$ cat src/hw/rtl/alsq_pkg.sv
// ----------------------------------------------------------------------------
// alsq_pkg: shared definitions for the alarm lamp and buzzer sequencer
// Field widths, command, weigh state and buzzer mode codes, register
// indexes, timing constants and the alarm state test.
// ----------------------------------------------------------------------------
package alsq_pkg;

   localparam int CMD_W        = 2;
   localparam int WS_W         = 3;
   localparam int MODE_W       = 2;
   localparam int TIME_W       = 32;
   localparam int CSR_IDX_W    = 2;
   localparam int REQ_TDATA_W  = 40;  // 36 bits of fields, padded to whole bytes
   localparam int RSP_TDATA_W  = 8;   // 7 bits of fields, padded to whole bytes

   // commands
   localparam logic [CMD_W-1:0] CMD_RESULT = 2'd0;
   localparam logic [CMD_W-1:0] CMD_TICK   = 2'd1;
   localparam logic [CMD_W-1:0] CMD_CLEAR  = 2'd2;

   // weigh states
   localparam logic [WS_W-1:0] WS_DISABLED = 3'd0;
   localparam logic [WS_W-1:0] WS_OK       = 3'd1;
   localparam logic [WS_W-1:0] WS_LOW      = 3'd2;
   localparam logic [WS_W-1:0] WS_HIGH     = 3'd3;
   localparam logic [WS_W-1:0] WS_OVERLOAD = 3'd4;
   localparam logic [WS_W-1:0] WS_FAULT    = 3'd5;

   // buzzer modes
   localparam logic [MODE_W-1:0] MODE_OFF   = 2'd0;
   localparam logic [MODE_W-1:0] MODE_QUAL  = 2'd1;
   localparam logic [MODE_W-1:0] MODE_ALARM = 2'd2;

   // register indexes
   localparam logic [CSR_IDX_W-1:0] CSR_INT_BUZZER_EN = 2'd0;
   localparam logic [CSR_IDX_W-1:0] CSR_EXT_BUZZER_EN = 2'd1;
   localparam logic [CSR_IDX_W-1:0] CSR_QUAL_BEEP_EN  = 2'd2;

   // timing in milliseconds
   localparam logic [TIME_W-1:0] BEEP_MS  = 32'd100;
   localparam logic [TIME_W-1:0] PHASE_MS = 32'd250;

   // x / 125 for x < 2^31 is (x * PHASE_RECIP) >> PHASE_SHIFT, exact over the range
   localparam logic [31:0] PHASE_RECIP = 32'd2199023256;
   localparam int          PHASE_SHIFT = 38;
   localparam int          QUOT_W      = 25;

   function automatic logic in_alarm_state(input logic [WS_W-1:0] ws);
      in_alarm_state = (ws == WS_HIGH) || (ws == WS_OVERLOAD) || (ws == WS_FAULT);
   endfunction

endpackage

$ cat src/hw/rtl/alarm_lamp_buzzer_sequencer_top.sv
// ----------------------------------------------------------------------------
// alarm_lamp_buzzer_sequencer_top: stack lamps and buzzers for a checkweigher
// Takes weigh results, timer ticks and all-off commands, and returns one item
// of lamp levels, gated buzzer levels and buzzer mode for each of them.
// ----------------------------------------------------------------------------
// Every accepted item produces exactly one result item. An item is captured in
// an input register, evaluated combinationally against the sequencer state,
// and its result lands in an output register while the state updates, so one
// item per clock is sustained while the result port does not stall; a stalled
// result waits in the output register with the next item held. The longest
// path is the catch-up over missed 250 ms alarm phases: a 31x32 reciprocal
// multiply that divides the elapsed time, then a subtract that realigns the
// phase start. The three enables are written through the csr_ port; write
// them only while no item is in flight.

module alarm_lamp_buzzer_sequencer_top
   import alsq_pkg::*;
(
   input  logic                   clock,
   input  logic                   reset,
   // input items
   input  logic                   req_tvalid,
   output logic                   req_tready,
   // [2:0] weigh_state, [3] qualified_ok, [35:4] now_ms, [39:36] zero
   input  logic [REQ_TDATA_W-1:0] req_tdata,
   // [1:0] cmd
   input  logic [CMD_W-1:0]       req_tuser,
   // result items
   output logic                   rsp_tvalid,
   input  logic                   rsp_tready,
   // [0] green_lamp, [1] yellow_lamp, [2] red_lamp, [3] internal_buzzer,
   // [4] external_buzzer, [6:5] sound mode, [7] zero
   output logic [RSP_TDATA_W-1:0] rsp_tdata,
   // configuration
   input  logic                   csr_we,
   input  logic [CSR_IDX_W-1:0]   csr_index,
   input  logic                   csr_wdata
);

   // configuration registers
   logic int_en_ff, ext_en_ff, qbe_ff;

   // input register
   logic              item_valid_ff;
   logic [CMD_W-1:0]  item_cmd_ff;
   logic [WS_W-1:0]   item_ws_ff;
   logic              item_qok_ff;
   logic [TIME_W-1:0] item_now_ff;

   // sequencer state
   logic [WS_W-1:0]   last_ws_ff,  last_ws_in;
   logic [MODE_W-1:0] mode_ff,     mode_in;
   logic [TIME_W-1:0] phase_ff,    phase_in;
   logic              level_ff,    level_in;

   // result register
   logic                   rsp_valid_ff;
   logic [RSP_TDATA_W-1:0] rsp_data_ff, rsp_data_in;

   logic advance;

   // phase catch-up datapath
   logic [TIME_W-1:0] elapsed;
   logic [30:0]       half;
   logic [62:0]       prod;
   logic [QUOT_W-1:0] quot;
   logic [31:0]       quot_x125;
   logic [31:0]       rem_half;
   logic [7:0]        rem;
   logic [TIME_W-1:0] aligned_start;

   assign advance    = item_valid_ff && (!rsp_valid_ff || rsp_tready);
   assign req_tready = !item_valid_ff || advance;
   assign rsp_tvalid = rsp_valid_ff;
   assign rsp_tdata  = rsp_data_ff;

   always_ff @(posedge clock) begin
      if (reset) begin
         int_en_ff <= 1'b0;
         ext_en_ff <= 1'b0;
         qbe_ff    <= 1'b0;
      end else if (csr_we) begin
         case (csr_index)
            CSR_INT_BUZZER_EN: int_en_ff <= csr_wdata;
            CSR_EXT_BUZZER_EN: ext_en_ff <= csr_wdata;
            CSR_QUAL_BEEP_EN:  qbe_ff    <= csr_wdata;
            default: ;
         endcase
      end
   end

   always_ff @(posedge clock) begin
      if (reset) begin
         item_valid_ff <= 1'b0;
      end else if (req_tready) begin
         item_valid_ff <= req_tvalid;
      end
   end

   always_ff @(posedge clock) begin
      if (req_tready && req_tvalid) begin
         item_cmd_ff <= req_tuser;
         item_ws_ff  <= req_tdata[2:0];
         item_qok_ff <= req_tdata[3];
         item_now_ff <= req_tdata[35:4];
      end
   end

   // elapsed / 250 = (elapsed >> 1) / 125; remainder rebuilt from the low bit
   assign elapsed       = item_now_ff - phase_ff;
   assign half          = elapsed[31:1];
   assign prod          = {32'd0, half} * {31'd0, PHASE_RECIP};
   assign quot          = prod[62:PHASE_SHIFT];
   assign quot_x125     = ({7'd0, quot} << 7) - ({7'd0, quot} << 2) + {7'd0, quot};
   assign rem_half      = {1'b0, half} - quot_x125;
   assign rem           = {rem_half[6:0], elapsed[0]};
   // phase_start + phases * 250 is the same as now minus the remainder
   assign aligned_start = item_now_ff - {24'd0, rem};

   always_comb begin
      logic prev_alarm;
      logic now_alarm;
      prev_alarm = in_alarm_state(last_ws_ff);
      now_alarm  = in_alarm_state(item_ws_ff);
      last_ws_in = last_ws_ff;
      mode_in    = mode_ff;
      phase_in   = phase_ff;
      level_in   = level_ff;
      case (item_cmd_ff)
         CMD_RESULT: begin
            last_ws_in = item_ws_ff;
            if (now_alarm) begin
               if (!prev_alarm || mode_ff != MODE_ALARM) begin
                  mode_in  = MODE_ALARM;
                  level_in = 1'b1;
                  phase_in = item_now_ff;
               end
            end else if (item_ws_ff == WS_DISABLED
                         || (mode_ff == MODE_QUAL && !qbe_ff)) begin
               mode_in  = MODE_OFF;
               level_in = 1'b0;
               phase_in = item_now_ff;
            end else if (item_ws_ff == WS_OK && item_qok_ff && qbe_ff) begin
               mode_in  = MODE_QUAL;
               level_in = 1'b1;
               phase_in = item_now_ff;
            end else if (prev_alarm || item_ws_ff != WS_OK) begin
               mode_in  = MODE_OFF;
               level_in = 1'b0;
               phase_in = item_now_ff;
            end
         end
         CMD_TICK: begin
            if (mode_ff == MODE_QUAL) begin
               if (!qbe_ff || elapsed >= BEEP_MS) begin
                  mode_in  = MODE_OFF;
                  level_in = 1'b0;
                  phase_in = item_now_ff;
               end
            end else if (mode_ff == MODE_ALARM) begin
               if (!prev_alarm) begin
                  mode_in  = MODE_OFF;
                  level_in = 1'b0;
                  phase_in = item_now_ff;
               end else if (elapsed >= PHASE_MS) begin
                  // odd number of missed phases flips the level
                  level_in = level_ff ^ quot[0];
                  phase_in = aligned_start;
               end
            end
         end
         CMD_CLEAR: begin
            last_ws_in = WS_DISABLED;
            mode_in    = MODE_OFF;
            phase_in   = '0;
            level_in   = 1'b0;
         end
         default: ;
      endcase

      rsp_data_in    = '0;
      rsp_data_in[0] = (last_ws_in == WS_OK);
      rsp_data_in[1] = (last_ws_in == WS_LOW);
      rsp_data_in[2] = in_alarm_state(last_ws_in);
      rsp_data_in[3] = level_in & int_en_ff;
      rsp_data_in[4] = level_in & ext_en_ff;
      rsp_data_in[6:5] = mode_in;
   end

   always_ff @(posedge clock) begin
      if (reset) begin
         last_ws_ff <= WS_DISABLED;
         mode_ff    <= MODE_OFF;
         phase_ff   <= '0;
         level_ff   <= 1'b0;
      end else if (advance) begin
         last_ws_ff <= last_ws_in;
         mode_ff    <= mode_in;
         phase_ff   <= phase_in;
         level_ff   <= level_in;
      end
   end

   always_ff @(posedge clock) begin
      if (reset) begin
         rsp_valid_ff <= 1'b0;
      end else if (advance) begin
         rsp_valid_ff <= 1'b1;
      end else if (rsp_tready) begin
         rsp_valid_ff <= 1'b0;
      end
   end

   always_ff @(posedge clock) begin
      if (advance) begin
         rsp_data_ff <= rsp_data_in;
      end
   end

   // at most one lamp lit
   a_one_lamp: assert property (@(posedge clock) disable iff (reset)
      rsp_valid_ff |-> $onehot0(rsp_data_ff[2:0]))
      else $error("more than one lamp lit");

   // buzzer silent whenever its mode is off
   a_off_silent: assert property (@(posedge clock) disable iff (reset)
      (mode_ff == MODE_OFF) |-> !level_ff)
      else $error("buzzer level set in off mode");

   // alarm mode only while the stored weigh state is an alarm
   a_alarm_state: assert property (@(posedge clock) disable iff (reset)
      (mode_ff == MODE_ALARM) |-> in_alarm_state(last_ws_ff))
      else $error("alarm mode without alarm weigh state");

   // an item taken into evaluation shows up as a result next cycle
   a_result_follows: assert property (@(posedge clock) disable iff (reset)
      advance |=> rsp_valid_ff)
      else $error("result missing after evaluation");

endmodule
$ cat config.mk
export PLATFORM = sky130hd
export DESIGN_NAME = alarm_lamp_buzzer_sequencer_top
export DESIGN_NICKNAME = d
export VERILOG_FILES = /design/src/hw/rtl/alsq_pkg.sv /design/src/hw/rtl/alarm_lamp_buzzer_sequencer_top.sv
export SDC_FILE = /design/constraint.sdc
export NUM_CORES = 1
export LEC_CHECK = 0
export BUFFER_PORTS_ARGS = -buffer_cell sky130_fd_sc_hd__clkbuf_2
export CORE_MARGIN = 2
export CORE_UTILIZATION = 47
export DETAILED_ROUTE_END_ITERATION = 8
export GPL_ROUTABILITY_DRIVEN = 0
export PLACE_DENSITY = 0.61
export SLEW_MARGIN = 30
export SYNTH_ARGS = -nofsm -noshare
export SYNTH_HDL_FRONTEND = slang
export SYNTH_SLANG_ARGS = --single-unit
export TNS_END_PERCENT = 10
$ cat constraint.sdc
create_clock -name clock -period 14.4 [get_ports clock]
set_input_delay 2.88 -clock clock [delete_from_list [all_inputs] [get_ports clock]]
set_output_delay 2.88 -clock clock [all_outputs]
set_load 0.005 [all_outputs]
==> results.tsv, run 1 <==
stage	metric	value	unit
global_routing	grt_pass1_vias	13619	
cells_and_area	nNetsFinal	2689	
cts	cts_root_buffer	clkbuf_16	
timing	fin_crit_sh	94.83	%
critical_path	crit_arrival	13920	ps
cts	numCtsBuffers	9	
floorplan	design.portCount	60	
cells_and_area	diodes	0	
synth	syn_area_per_cell	9.585	um2
detailed_routing	vias_per_cell	5.128	
detailed_routing	wire_per_inst	17.70	um
timing	maxSlewViolCount	0	
detailed_routing	ant_nets	0	
cts	cts_tree	built	
cts	cts.sinks	88	
timing	worst_slew_pin_slew	900.8	ps
synth	ys_async_sr_fraction	0	%
timing	post-route-min-period	13650	ps
cells_and_area	final_layout_size_suffix_gt1_share	8.020	%
cts	cts_setup_buffers	0	
cells_and_area	layout_common_cells	inv_1, ha_1, fa_1	
critical_path	critical_path_class	reg -> reg	
floorplan	die_h	202.8	um
synth	yosysUniqueCellTypes	98	
synth	synth_edf_count	45	
timing	fmax	73.23	MHz
detailed_routing	vias	13014	
critical_path	end_kind	flip-flop	
cells_and_area	mostFrequentLayoutCell	inv_1	
synth	synth-seq-cells	88	
placement	numPortBuffers	54	
cts	clk_latency	350	ps
floorplan	die_x	202.8	um
critical_path	path_buf_inv	6	
timing	slew-limit-headroom	39.57	%
global_routing	grt_pass1_wl	73.49	mm
timing	setup_violations	0	
detailed_routing	drtIter0Drc	654	
cts	cts-htree-levels	3	
job	cap_violations	0	
synth	mappedNetlistArea	18580	um2
synth	syn_inst	1938	
synth	ys.warnings.count	0	
critical_path	cp.required	14670	ps
timing	fin_skew	15.32	ps
detailed_routing	wl	44.93	mm
global_routing	antenna_found_initial	0	
timing	holdWs	457.0	ps
global_routing	overflow	0	
detailed_routing	first_pass_iters	7	
timing	tns	0	ps
critical_path	crit_fanout	9	
floorplan	rows	72	
outcome	status	finished clean	
synth	ys_seq_area_share	11.91	%
critical_path	start_kind	flip-flop	
floorplan	core_area	38830	um2
global_routing	grt_usage	22.89	%
worst_hold_path	min_path_type	reg -> reg	
timing	hold_viol_final	0	
synth	synth_nets	2612	
floorplan	floorplan.initialDensity	47.84	%
timing	rsz0062_at_grt	no	
placement	dpl.hpwl	38.48	mm
synth	synth_ff_type	edfxtp_1	
cells_and_area	area_growth	7.261	%
global_routing	grt_max_degree	39	
critical_path	critPathTopFamily	adder cells	
critical_path	max_stage_delay	550	ps
cts	clk_pin_slew	70	ps
cells_and_area	fillers	3580	
critical_path	cp_slowest_cell	fa_1	
detailed_routing	drcViolationCount	0	
floorplan	die_area	41130	um2
cts	cts.path.max_buffers	2	
metal layers:
layer / up-vias / global-route usage, % / share of wire [%] / routed length (um)
met5: - / 0 / 0 / 0
met4: 0 / 5.579 / 2.5 / 1105
met3: 57 / 3.130 / 4.5 / 2018
met2: 240 / 38.44 / 48 / 21440
met1: 6366 / 31.31 / 45 / 20370
li1: 6351 / - / - / -
worst reg2reg max path: cells and delay by family (launching register included):
kind                     cells  cell delay (ps)
flip-flops                   1              390
XOR/XNOR                     9             2220
AND/OR/NAND/NOR              5              950
adder cells (fa/ha/maj)     14             5390
AO/OA/AOI/OAI               18             4260
buffers and inverters        6              410
through the flow:
| step | setup WS, ps | util, % | area, um2 | std cells |
|---|---|---|---|---|
| floorplan | 2106 | - | 18580 | 1938 |
| global placement | 805.5 | 50.45 | 19590 | 2522 |
| detailed placement | 745.1 | 50.45 | 19590 | 2522 |
| CTS | 681.1 | 51.28 | 19910 | 2538 |
| global route | 67.04 | 51.32 | 19930 | 2538 |
| finish | 745.2 | 51.32 | 19930 | 2538 |
area by class of cell:
cell class	instances	area (um2)	area share (%)
repair buffers	86	510.5	2.562
flip-flops and latches	88	2212	11.10
clock inverters	6	91.34	0.4584
multi-input cells	1288	14200	71.27
well taps	518	648.1	3.253
inverters	542	2034	10.21
clock buffers	10	229.0	1.149
cells in the mapped netlist, types with 29 or more instances:
| cell type | count | area share [%] |
|---|---|---|
| a21o_1 | 29 | 1.2 |
| a21oi_1 | 77 | 2.1 |
| dfxtp_1 | 43 | 4.6 |
| edfxtp_1 | 45 | 7.3 |
| fa_1 | 264 | 28 |
| ha_1 | 360 | 24 |
| inv_1 | 538 | 11 |
| nand2_1 | 106 | 2.1 |
| nor2_1 | 51 | 1.0 |
| o21ai_0 | 41 | 1.1 |
| xnor2_1 | 47 | 2.2 |
| xor2_1 | 32 | 1.5 |
worst paths after layout:
kind	depth (start not counted)	end	start	slack, ps
min	2	phase_ff[24]	phase_ff[24]	460
min reg2reg	2	phase_ff[24]	phase_ff[24]	460
max reg2reg	52	phase_ff[19]	item_now_ff[0]	750
max	52	phase_ff[19]	item_now_ff[0]	750
what timing repair did:
action / CTS / global route
setup endpoints to repair: 0 / 2
resized for setup: 0 / 1
hold buffers: 0 / 0
sequential cells by signal, indices dropped and copies added (netlist names), 2 cells and up:
signal,count
phase_ff,32
item_now_ff,32
item_cmd_ff,2
rsp_tdata,7
item_ws_ff,3
last_ws_ff,3
mode_ff,2
logic make-up after synthesis:
logic type / Yosys count / synth area share [%]
muxes: 31 / 1.691
AOI/OAI and AO/OA: 267 / 10.33
DFF: 88 / 11.91
adders and majority gates: 624 / 52.70
other: 1 / 0.02019
xor gates and xnor gates: 81 / 3.994
and+or+nand+nor: 284 / 7.598
buffers and inverters: 562 / 11.76
Power of run 1 is not shown: default switching activity piles up to over one toggle a cycle in this logic, so the estimate is an artifact.
==> run 2: changes to the inputs <==
--- a/config.mk
+++ b/config.mk
@@ -10,7 +10,7 @@
 export CORE_UTILIZATION = 47
 export DETAILED_ROUTE_END_ITERATION = 8
 export GPL_ROUTABILITY_DRIVEN = 0
-export PLACE_DENSITY = 0.61
+export PLACE_DENSITY_LB_ADDON = 0.25
 export SLEW_MARGIN = 30
 export SYNTH_ARGS = -nofsm -noshare
 export SYNTH_HDL_FRONTEND = slang
==> results.tsv, run 2 (synthesized netlist as in run 1, its figures left out) <==
stage	metric	value	unit
cts	clk_pin_slew	70	ps
global_routing	grt_usage	22.66	%
cells_and_area	diodes	0	
floorplan	rows	72	
timing	fin_skew	13.25	ps
critical_path	end_kind	flip-flop	
detailed_routing	drcViolationCount	0	
timing	post-route-min-period	13650	ps
cells_and_area	stdcell_area	19910	um2
critical_path	max_stage_delay	560	ps
detailed_routing	drtIter0Drc	733	
placement	place_area	19580	um2
cells_and_area	fillers	3583	
job	cap_violations	0	
cts	clk_latency	360	ps
timing	rsz0062_at_grt	no	
global_routing	overflow	0	
timing	fmax	73.28	MHz
critical_path	cp.required	14680	ps
floorplan	die_h	202.8	um
detailed_routing	wl	44.53	mm
floorplan	floorplan.initialDensity	47.84	%
global_routing	antenna_found_initial	0	
worst_hold_path	min_path_type	reg -> reg	
floorplan	die_area	41130	um2
cts	cts-htree-levels	3	
floorplan	design.portCount	60	
cells_and_area	multi_input_area	14190	um2
detailed_routing	met1_length	20.13	mm
detailed_routing	wl_met3	2.123	mm
cts	cts_setup_buffers	0	
cts	cts_root_buffer	clkbuf_16	
outcome	status	finished clean	
timing	slew-limit-headroom	34.84	%
timing	fin_crit_sh	94.77	%
detailed_routing	vias_per_cell	5.197	
global_routing	grt_pass1_wl	72.17	mm
detailed_routing	ant_nets	0	
cells_and_area	ff_latch_area	2212	um2
timing	hold_viol_final	0	
cts	postCtsHoldBufs	0	
floorplan	core_area	38830	um2
placement	dpl.hpwl	38.23	mm
timing	tns	0	ps
detailed_routing	first_pass_iters	7	
timing	finalWorstSetupSlack	752.8	ps
timing	worst_slew_pin_slew	970.5	ps
global_routing	grt_pass1_vias	13431	
timing	maxSlewViolCount	0	
timing	setup_violations	0	
critical_path	critical_path_class	reg -> reg	
detailed_routing	top_layer_used	met4	
cells_and_area	area_growth	7.160	%
critical_path	start_kind	flip-flop	
cts	cts.path.max_buffers	2	
detailed_routing	wl_met2	21.42	mm
floorplan	die_x	202.8	um
global_routing	grt_max_degree	39	
cells_and_area	final_layout_size_suffix_gt1_share	7.929	%
cts	numCtsBuffers	9	
cts	cts.sinks	88	
detailed_routing	vias	13180	
critical_path	crit_top_cell	fa_1	
critical_path	cp_slowest_cell	fa_1	
cts	cts_tree	built	
detailed_routing	wire_per_inst	17.56	um
cells_and_area	layout_common_cells	inv_1, ha_1, fa_1	
cells_and_area	nNetsFinal	2688	
critical_path	crit_fanout	9	
placement	pre_cts_ws	793.2	ps
cells_and_area	mostFrequentLayoutCell	inv_1	
placement	numPortBuffers	54	
critical_path	crit_arrival	13920	ps
run 2: cell type report:
type / count / area share [%]
Clock buffer: 9 / 1.131
Clock inverter: 6 / 0.4588
Inverter: 542 / 10.22
Multi-Input combinational cell: 1288 / 71.29
Sequential cell: 88 / 11.11
Tap cell: 518 / 3.256
Timing Repair Buffer: 85 / 2.527
run 2: final timing paths:
path / end / depth (start not counted) / start / slack, ps
worst min-delay path: phase_ff[16] / 2 / phase_ff[16] / 460
worst min register to register: phase_ff[16] / 2 / phase_ff[16] / 460
worst max register to register: phase_ff[19] / 49 / item_now_ff[0] / 750
worst max-delay path: phase_ff[19] / 49 / item_now_ff[0] / 750
run 2: timing repair:
| action | in CTS | in global routing |
|---|---|---|
| gates resized for setup | 0 | 1 |
| hold endpoints to repair | 0 | 0 |
| endpoints found under the setup margin | 0 | 1 |
run 2: critical path, delay by kind of cell, from the launching register on:
| kind | cells | cell delay (ps) |
|---|---|---|
| adders and majority gates | 14 | 5870 |
| AOI/OAI and AO/OA | 16 | 3780 |
| xor gates and xnor gates | 9 | 2210 |
| buffers and inverters | 7 | 720 |
| and+or+nand+nor | 3 | 610 |
| DFF | 1 | 410 |
run 2: metrics by stage:
step           hold slack, ps  utilization, %  instances
2_1_floorplan           434.7               -       1938
3_3_place_gp            443.1           50.43       2521
3_5_place_dp            448.7           50.43       2521
4_1_cts                 458.9           51.25       2536
5_1_grt                 474.4           51.27       2536
6_report                456.5           51.27       2536
run 2: per-layer routing:
layer  GRT usage (%)  up-vias
li1                -     6354
met1           31.20     6435
met2           38.34      335
met3           2.745       56
met4           5.005        0
met5               0        -
Power of run 2 is left out for the same reason.
==> run 3: changes to the inputs <==
==> constraint.sdc (replaced) <==
create_clock -name clock -period 15.82 [get_ports clock]
set_input_delay 3.164 -clock clock [delete_from_list [all_inputs] [get_ports clock]]
set_output_delay 3.164 -clock clock [all_outputs]
set_load 0.005 [all_outputs]
==> results.tsv, run 3 (synthesized netlist as in run 1, its figures left out) <==
stage	metric	value	unit
critical_path	crit_top_cell	fa_1	
worst_hold_path	min_path_type	reg -> reg	
worst_hold_path	worstHoldStart	phase_ff[20]	
global_routing	grt_usage	22.78	%
cts	clk_latency	350	ps
global_routing	use_met1	31.04	%
cts	cts.path.max_buffers	2	
detailed_routing	ant_nets	0	
timing	fmax	70.58	MHz
timing	tns	0	ps
global_routing	overflow	0	
floorplan	die_h	202.8	um
cts	cts_tree	built	
cells_and_area	final_layout_size_suffix_gt1_share	7.555	%
cts	postCtsHoldBufs	0	
critical_path	crit_path_start	item_now_ff[0]	
timing	setup_violations	0	
global_routing	grt_pass1_vias	13912	
critical_path	critical_path_class	reg -> reg	
floorplan	design.portCount	60	
placement	numPortBuffers	54	
cts	cts_setup_buffers	0	
timing	hold_viol_final	0	
timing	maxSlewViolCount	0	
global_routing	grt_max_degree	39	
critical_path	reg2reg_from	item_now_ff[0]	
cts	cts.sinks	88	
critical_path	crit_arrival	14450	ps
placement	dpl.hpwl	37.68	mm
detailed_routing	wire_per_inst	17.57	um
timing	slew-limit-headroom	37.13	%
critical_path	end_kind	flip-flop	
timing	rsz0062_at_grt	no	
cells_and_area	layout_common_cells	inv_1, ha_1, fa_1	
detailed_routing	wl	44.45	mm
cts	cts_root_buffer	clkbuf_16	
detailed_routing	drtIter0Drc	730	
timing	fin_skew	16.05	ps
cells_and_area	diodes	0	
global_routing	use_met2	38.10	%
floorplan	floorplan.initialDensity	47.84	%
global_routing	busiest_layer	met2	
cells_and_area	fin_cells	2530	
detailed_routing	vias_per_cell	5.175	
detailed_routing	drcViolationCount	0	
global_routing	grt_pass1_wl	72.86	mm
detailed_routing	vias	13094	
cts	clk_pin_slew	70	ps
critical_path	cp_slowest_cell	fa_1	
critical_path	crit_fanout	10	
cells_and_area	final_util	51.13	%
placement	pre_cts_ws	1662	ps
critical_path	max_stage_delay	580	ps
floorplan	core_area	38830	um2
cells_and_area	nNetsFinal	2681	
detailed_routing	first_pass_iters	5	
critical_path	start_kind	flip-flop	
placement	dp_cells	2514	
cts	ctsResizeCount	0	
floorplan	rows	72	
floorplan	die_x	202.8	um
floorplan	die_area	41130	um2
timing	post-route-min-period	14170	ps
cells_and_area	area_growth	6.863	%
global_routing	antenna_found_initial	0	
global_routing	met3_usage	2.665	%
timing	finalWorstSetupSlack	1652	ps
cts	numCtsBuffers	9	
cts	cts-htree-levels	3	
job	cap_violations	0	
critical_path	cp.required	16110	ps
timing	worst_slew_pin_slew	936.4	ps
cells_and_area	mostFrequentLayoutCell	inv_1	
outcome	status	finished clean	
timing	fin_crit_sh	89.56	%
==> run 3: changes by cell type in the layout (fill, tap and decap cells not counted) <==
cell,change
clkinvlp_4,+1
inv_8,+1
inv_6,-2
clkbuf_1,+1
xnor2_2,-1
xnor2_1,+1
buf_4,-7
==> run 3: path summary, 6_finish.rpt <==
check | endpoint | slack [ps] | depth (start not counted)
hold / removal | phase_ff[20] | 460 | 2
setup reg to reg | phase_ff[20] | 1650 | 49
setup / recovery | phase_ff[20] | 1650 | 49
hold reg to reg | phase_ff[20] | 460 | 2
==> run 3: critical path: cells and delay by family, from the launching register on <==
kind | cells | cell delay [ps]
buf+inv | 7 | 850
fa+ha+maj | 14 | 6040
simple gates | 4 | 1030
mux | 1 | 120
compound gates | 14 | 3410
xor+xnor | 9 | 2250
flops | 1 | 390
==> run 3: layout make-up <==
class	instances	area (um2)
Timing Repair Buffer	78	450.4
Fill cell	3571	18980
Sequential cell	88	2212
Clock inverter	6	92.59
Inverter	542	2034
Multi-Input combinational cell	1288	14180
Clock buffer	10	229.0
Tap cell	518	648.1
==> run 3: per-stage QoR <==
stage | hold WS [ps] | instance area [um2]
after floorplan | 434.7 | 18580
after global placement | 442.9 | 19530
after detailed placement | 447.1 | 19530
after CTS | 460.2 | 19850
after global routing | 474.8 | 19850
final | 458.3 | 19850
==> run 3: per-layer routing <==
metal  part of all wire [%]  wire (um)
met5                      0          0
met4                    2.9       1297
met3                    4.7       2099
met2                     48      21110
met1                     45      19940
Power of run 3 is left out for the same reason.
